`src/sv/slpm_pkg.sv`:
```
package slpm_pkg;

  // Capacity of the LED chain in pixels
  localparam int unsigned MAX_PIXELS = 4096;
  localparam int unsigned ADDR_W     = (MAX_PIXELS > 1) ? $clog2(MAX_PIXELS) : 1;
  localparam int unsigned PTR_W      = $clog2(MAX_PIXELS + 1);

  // Field and register widths
  localparam int unsigned COORD_W    = 10;
  localparam int unsigned BYTE_W     = 8;
  localparam int unsigned PW_W       = 7;
  localparam int unsigned PA_W       = 5;
  localparam int unsigned CFG_IDX_W  = 2;
  localparam int unsigned CFG_DATA_W = 7;

  // Derived widths
  localparam int unsigned COLS_W  = PW_W + PA_W;
  localparam int unsigned PPIX_W  = 2 * PW_W;
  localparam int unsigned NPIX_W  = 2 * COLS_W;
  localparam int unsigned PANEL_W = 2 * PA_W;
  localparam int unsigned LIN_W   = 2 * PW_W;
  localparam int unsigned IDX_W   = PANEL_W + PPIX_W + 1;
  localparam int unsigned WORD_W  = 3 * BYTE_W;

  // Divider
  localparam int unsigned DIV_STEPS = COORD_W;
  localparam int unsigned DIV_CNT_W = $clog2(DIV_STEPS);

  localparam logic [BYTE_W-1:0] END_MARK = 8'h01;

  // Operation codes
  localparam logic OP_WRITE = 1'b0;
  localparam logic OP_SEND  = 1'b1;

  // Register indexes
  localparam logic [CFG_IDX_W-1:0] REG_PANEL_WIDTH   = 2'd0;
  localparam logic [CFG_IDX_W-1:0] REG_PANEL_HEIGHT  = 2'd1;
  localparam logic [CFG_IDX_W-1:0] REG_PANELS_ACROSS = 2'd2;
  localparam logic [CFG_IDX_W-1:0] REG_PANELS_DOWN   = 2'd3;

  // Byte lanes of a stored pixel word
  localparam logic [1:0] LANE_BLUE  = 2'd0;
  localparam logic [1:0] LANE_RED   = 2'd1;
  localparam logic [1:0] LANE_GREEN = 2'd2;

  typedef struct packed {
    logic               start;
    logic [COORD_W-1:0] dividend;
    logic [PW_W-1:0]    divisor;
  } div_req_t;

  typedef struct packed {
    logic               done;
    logic [COORD_W-1:0] quot;
    logic [PW_W-1:0]    rem;
  } div_rsp_t;

  typedef struct packed {
    logic              we;
    logic [ADDR_W-1:0] addr;
    logic [WORD_W-1:0] data;
  } store_wr_t;

  typedef struct packed {
    logic              re;
    logic [ADDR_W-1:0] addr;
  } store_rd_t;

  // Keep color bytes from looking like the end marker
  function automatic logic [BYTE_W-1:0] clean_byte(input logic [BYTE_W-1:0] b);
    return (b == END_MARK) ? '0 : b;
  endfunction

endpackage

```
`src/sv/slpm_div.sv`:
```
module slpm_div import slpm_pkg::*; (
  input  logic     clk_i,
  input  logic     rst_ni,
  input  div_req_t req_i,
  output div_rsp_t rsp_o
);

  logic                 busy_q, busy_d;
  logic                 done_q, done_d;
  logic [DIV_CNT_W-1:0] cnt_q, cnt_d;
  logic [COORD_W-1:0]   quo_q, quo_d;
  logic [PW_W-1:0]      rem_q, rem_d;
  logic [PW_W-1:0]      dvs_q, dvs_d;
  logic [PW_W:0]        trial;
  logic [PW_W:0]        diff;
  logic                 fits;

  // One restoring step: shift in the next dividend bit, subtract if it fits
  always_comb begin
    trial = {rem_q, quo_q[COORD_W-1]};
    diff  = trial - {1'b0, dvs_q};
    fits  = (trial >= {1'b0, dvs_q});

    busy_d = busy_q;
    done_d = 1'b0;
    cnt_d  = cnt_q;
    quo_d  = quo_q;
    rem_d  = rem_q;
    dvs_d  = dvs_q;

    if (req_i.start) begin
      busy_d = 1'b1;
      cnt_d  = '0;
      quo_d  = req_i.dividend;
      rem_d  = '0;
      dvs_d  = req_i.divisor;
    end else if (busy_q) begin
      quo_d = {quo_q[COORD_W-2:0], fits};
      rem_d = fits ? diff[PW_W-1:0] : trial[PW_W-1:0];
      if (cnt_q == DIV_CNT_W'(DIV_STEPS - 1)) begin
        busy_d = 1'b0;
        done_d = 1'b1;
      end else begin
        cnt_d = cnt_q + 1'b1;
      end
    end
  end

  always_ff @(posedge clk_i or negedge rst_ni) begin
    if (!rst_ni) begin
      busy_q <= 1'b0;
      done_q <= 1'b0;
      cnt_q  <= '0;
    end else begin
      busy_q <= busy_d;
      done_q <= done_d;
      cnt_q  <= cnt_d;
    end
  end

  always_ff @(posedge clk_i) begin
    quo_q <= quo_d;
    rem_q <= rem_d;
    dvs_q <= dvs_d;
  end

  assign rsp_o.done = done_q;
  assign rsp_o.quot = quo_q;
  assign rsp_o.rem  = rem_q;

endmodule

```
`config.mk`:
```
export PLATFORM = sky130hd
export DESIGN_NAME = slpm_div
export DESIGN_NICKNAME = d
export VERILOG_FILES = /design/src/sv/slpm_pkg.sv /design/src/sv/slpm_div.sv
export SDC_FILE = /design/constraint.sdc
export NUM_CORES = 1
export LEC_CHECK = 0
export BUFFER_PORTS_ARGS = -buffer_cell sky130_fd_sc_hd__clkbuf_2
export CELL_PAD_IN_SITES_DETAIL_PLACEMENT = 2
export CELL_PAD_IN_SITES_GLOBAL_PLACEMENT = 2
export CORE_UTILIZATION = 34
export DETAILED_ROUTE_END_ITERATION = 6
export PLACE_DENSITY = 0.77
export SYNTH_ARGS = -nofsm -noshare
export SYNTH_HDL_FRONTEND = slang
export SYNTH_SLANG_ARGS = --single-unit
```
`constraint.sdc`:
```
create_clock -name clk_i -period 2.4 [get_ports clk_i]
set_input_delay 0.36 -clock clk_i [delete_from_list [all_inputs] [get_ports clk_i]]
set_output_delay 0.36 -clock clk_i [all_outputs]
set_load 0.02 [all_outputs]
```
==> metrics.cfg <==
[global_routing]
grt_pass1_wl_um = 7580
overflow = 0
antenna_found_initial = 0
grt_pass1_vias = 1488
track_usage_pct = 19.2
grt_max_degree = 31

[synthesis]
synth-main-ff-cell = edfxtp_1
syn_area_per_cell_um2 = 11.2
synth.yosys.seq_area_share_pct = 46.0
ys_warn_count = 0
syn-cell-area_um2 = 1740
synth_edf_count = 17
synth-async-reset-ratio_pct = 20.0
syn_inst = 156
synthDistinctLibCells = 49
synth.net_count = 186
synth_seq_cells = 30

[place]
dpl.hpwl_um = 3580
portBuffers = 37
gp_congestion = 0.906
pre_cts_ws_ns = 0.153

[final_layout]
antenna-diode-count = 0
final_cell_mix = 37 x clkbuf_2, 17 x edfxtp_1, 11 x inv_1, 11 x nor2_1, 10 x mux2_2
nNetsFinal = 224
drive_gt1_share_pct = 32.3
area_delta_synth_final_pct = 20.3
final_common_cell = clkbuf_2

[cts]
tritoncts = yes
clkLatencyLatePin_ns = 0.29
clockRootBuffer = clkbuf_8
clkTransAtPathRegs_ns = 0.07
htreeDepth = 2
cts_num_sinks = 30
cts_buffers = 5
clockBufferDepth = 2

[critical_path]
cp.arrival_ns = 2.44
worst_setup_path_end_kind = register
critical_path_required_ns = 2.60
worstPathMaxFanout = 7
worst-setup-path-type = register to register
r2r_cells = 7
start_kind = register

[drt]
drt-pass1-iter-count = 4
drc = 0
drt_wl_total_um = 4670
drt_first_iter_violations = 60
vias = 1390
wl_per_cell_um = 17.8
final_antenna_net_count = 0
viasPerCell = 5.31

[power_and_ir_drop]
leakage_nw = 0.921
power_frac_comb_pct = 43.7
power.share.sequential_pct = 33.5
power_per_cell_area_nw_per_um2 = 1050
p_sw_share_pct = 38.7
vdd_ir_drop_max_v = 0.000351
p_int_w = 0.00135
p_switching_w = 0.000851
power_frac_clock_pct = 22.8

[timing]
worst_hold_slack_ns = 0.246
max_freq_ghz = 0.446
worstMarginPinSlew_ns = 0.686
maxSlewViolCount = 0
layout_setup_ws_ns = 0.155
final.period_utilization_pct = 93.5
finalHoldViolations = 0
setup_viol = 0
fin_tns_setup_ns = 0
relSlewSlack_pct = 54.3
post-route-min-period_ns = 2.24
fin_skew_ns = 0.00969
grt_setup_unrepaired = false

[hold_path]
hp-class = input pin to register
min_delay_path_depth = 1

[die]
die_x_um = 73.5
num_rows = 25
core_area_um2 = 4820
num_io_pins = 38
start_util_pct = 36.1
die_h_um = 73.5
dieArea_um2 = 5410

[outcome]
status = finished clean

[flow_run]
drv_cap = 0

==> state kept, by name, summed over array words and instances (netlist names) <==
signal	cells
done_q	1
cnt_q	4
rem_q	7
quo_q	10
dvs_q	7
busy_q	1
==> critical path, stage by stage, from the launching register on <==
cell and delay, ns:
edfxtp_1 0.34, inv_1 0.06, ha_1 0.24, fa_1 0.40
nand2b_1 0.27, a211o_4 0.41, a311o_1 0.36, o311ai_1 0.09
==> metal layers <==
layer | vias up | global-route usage, % | share of wire, %
met5 | - | 0 | 0
met4 | 0 | 7.05 | 1.5
met3 | 6 | 4.12 | 2.7
met2 | 26 | 32.8 | 53
met1 | 701 | 23.9 | 43
li1 | 657 | - | -
==> repair_timing <==
item | CTS | global route
hold buffers | 1 | 0
resized for setup | 0 | 0
buffers inserted | 0 | 0
hold endpoints to repair | 6 | 0
==> per-stage QoR <==
step	util, %	power [W]	std cells	cell area [µm²]
after floorplan	-	0.00142	156	1740
after global placement	41.0	0.00166	253	1980
after detailed placement	41.0	0.00171	253	1980
after CTS	43.5	0.00222	262	2090
after global routing	43.5	0.00235	262	2090
final	43.5	0.00220	262	2090
==> final timing paths <==
| check | start | endpoint | slack (ns) |
|---|---|---|---|
| min in group asynchronous | rst_ni | cnt_q[3]$_DFFE_PN0P_ | 0.43 |
| min | req_i[5] | dvs_q[5]$_DFFE_PP_ | 0.25 |
| max in group asynchronous | rst_ni | cnt_q[2]$_DFFE_PN0P_ | 1.81 |
| max | quo_q[9]$_DFFE_PP_ | rem_q[0]$_SDFFE_PP0P_ | 0.16 |
| max reg2reg | quo_q[9]$_DFFE_PP_ | rem_q[0]$_SDFFE_PP0P_ | 0.16 |
| min reg2reg | rem_q[1]$_SDFFE_PP0P_ | rem_q[2]$_SDFFE_PP0P_ | 0.58 |
==> power by group through the flow <==
stage	sequential, W	clock (W)	combinational (W)
4_1_cts	0.000739	0.000512	0.000973
5_1_grt	0.000751	0.000536	0.00106
3_3_place_gp	0.000741	0	0.000915
3_5_place_dp	0.000750	0	0.000962
6_report	0.000738	0.000502	0.000960
2_1_floorplan	0.000816	0	0.000599
==> layout make-up <==
class | instances | area (µm²)
fillers | 521 | 2720
inverters | 11 | 41.3
multi-input cells | 107 | 858
repair buffers | 39 | 203
clock buffers | 7 | 76.3
flip-flops and latches | 30 | 801
clock inverters | 1 | 30.0
well taps | 67 | 83.8
==> cell families (layout without fill, tap and decap cells) <==
group / count (synthesis) / in the layout / share of synthesized area (%)
flops: 30 / 30 / 46.0
compound gates: 30 / 30 / 14.8
fa+ha+maj: 10 / 10 / 7.62
mux: 10 / 10 / 6.47
simple gates: 52 / 52 / 17.9
xor+xnor: 5 / 5 / 2.52
buf+inv: 19 / 58 / 4.67
==> synth_stat cells, types with 4 or more instances <==
master	n	area share (%)
nor2_1	11	2.4
nor3b_1	7	3.0
edfxtp_1	17	29
xor2_1	4	2.0
buf_2	4	1.2
dfrtp_1	6	8.6
nand2_1	7	1.5
ha_1	9	6.5
a211oi_1	4	1.7
inv_1	11	2.4
nand2b_1	4	1.4
mux2_2	10	6.5
dfxtp_1	7	8.1
(Power assumes the default switching activity.)
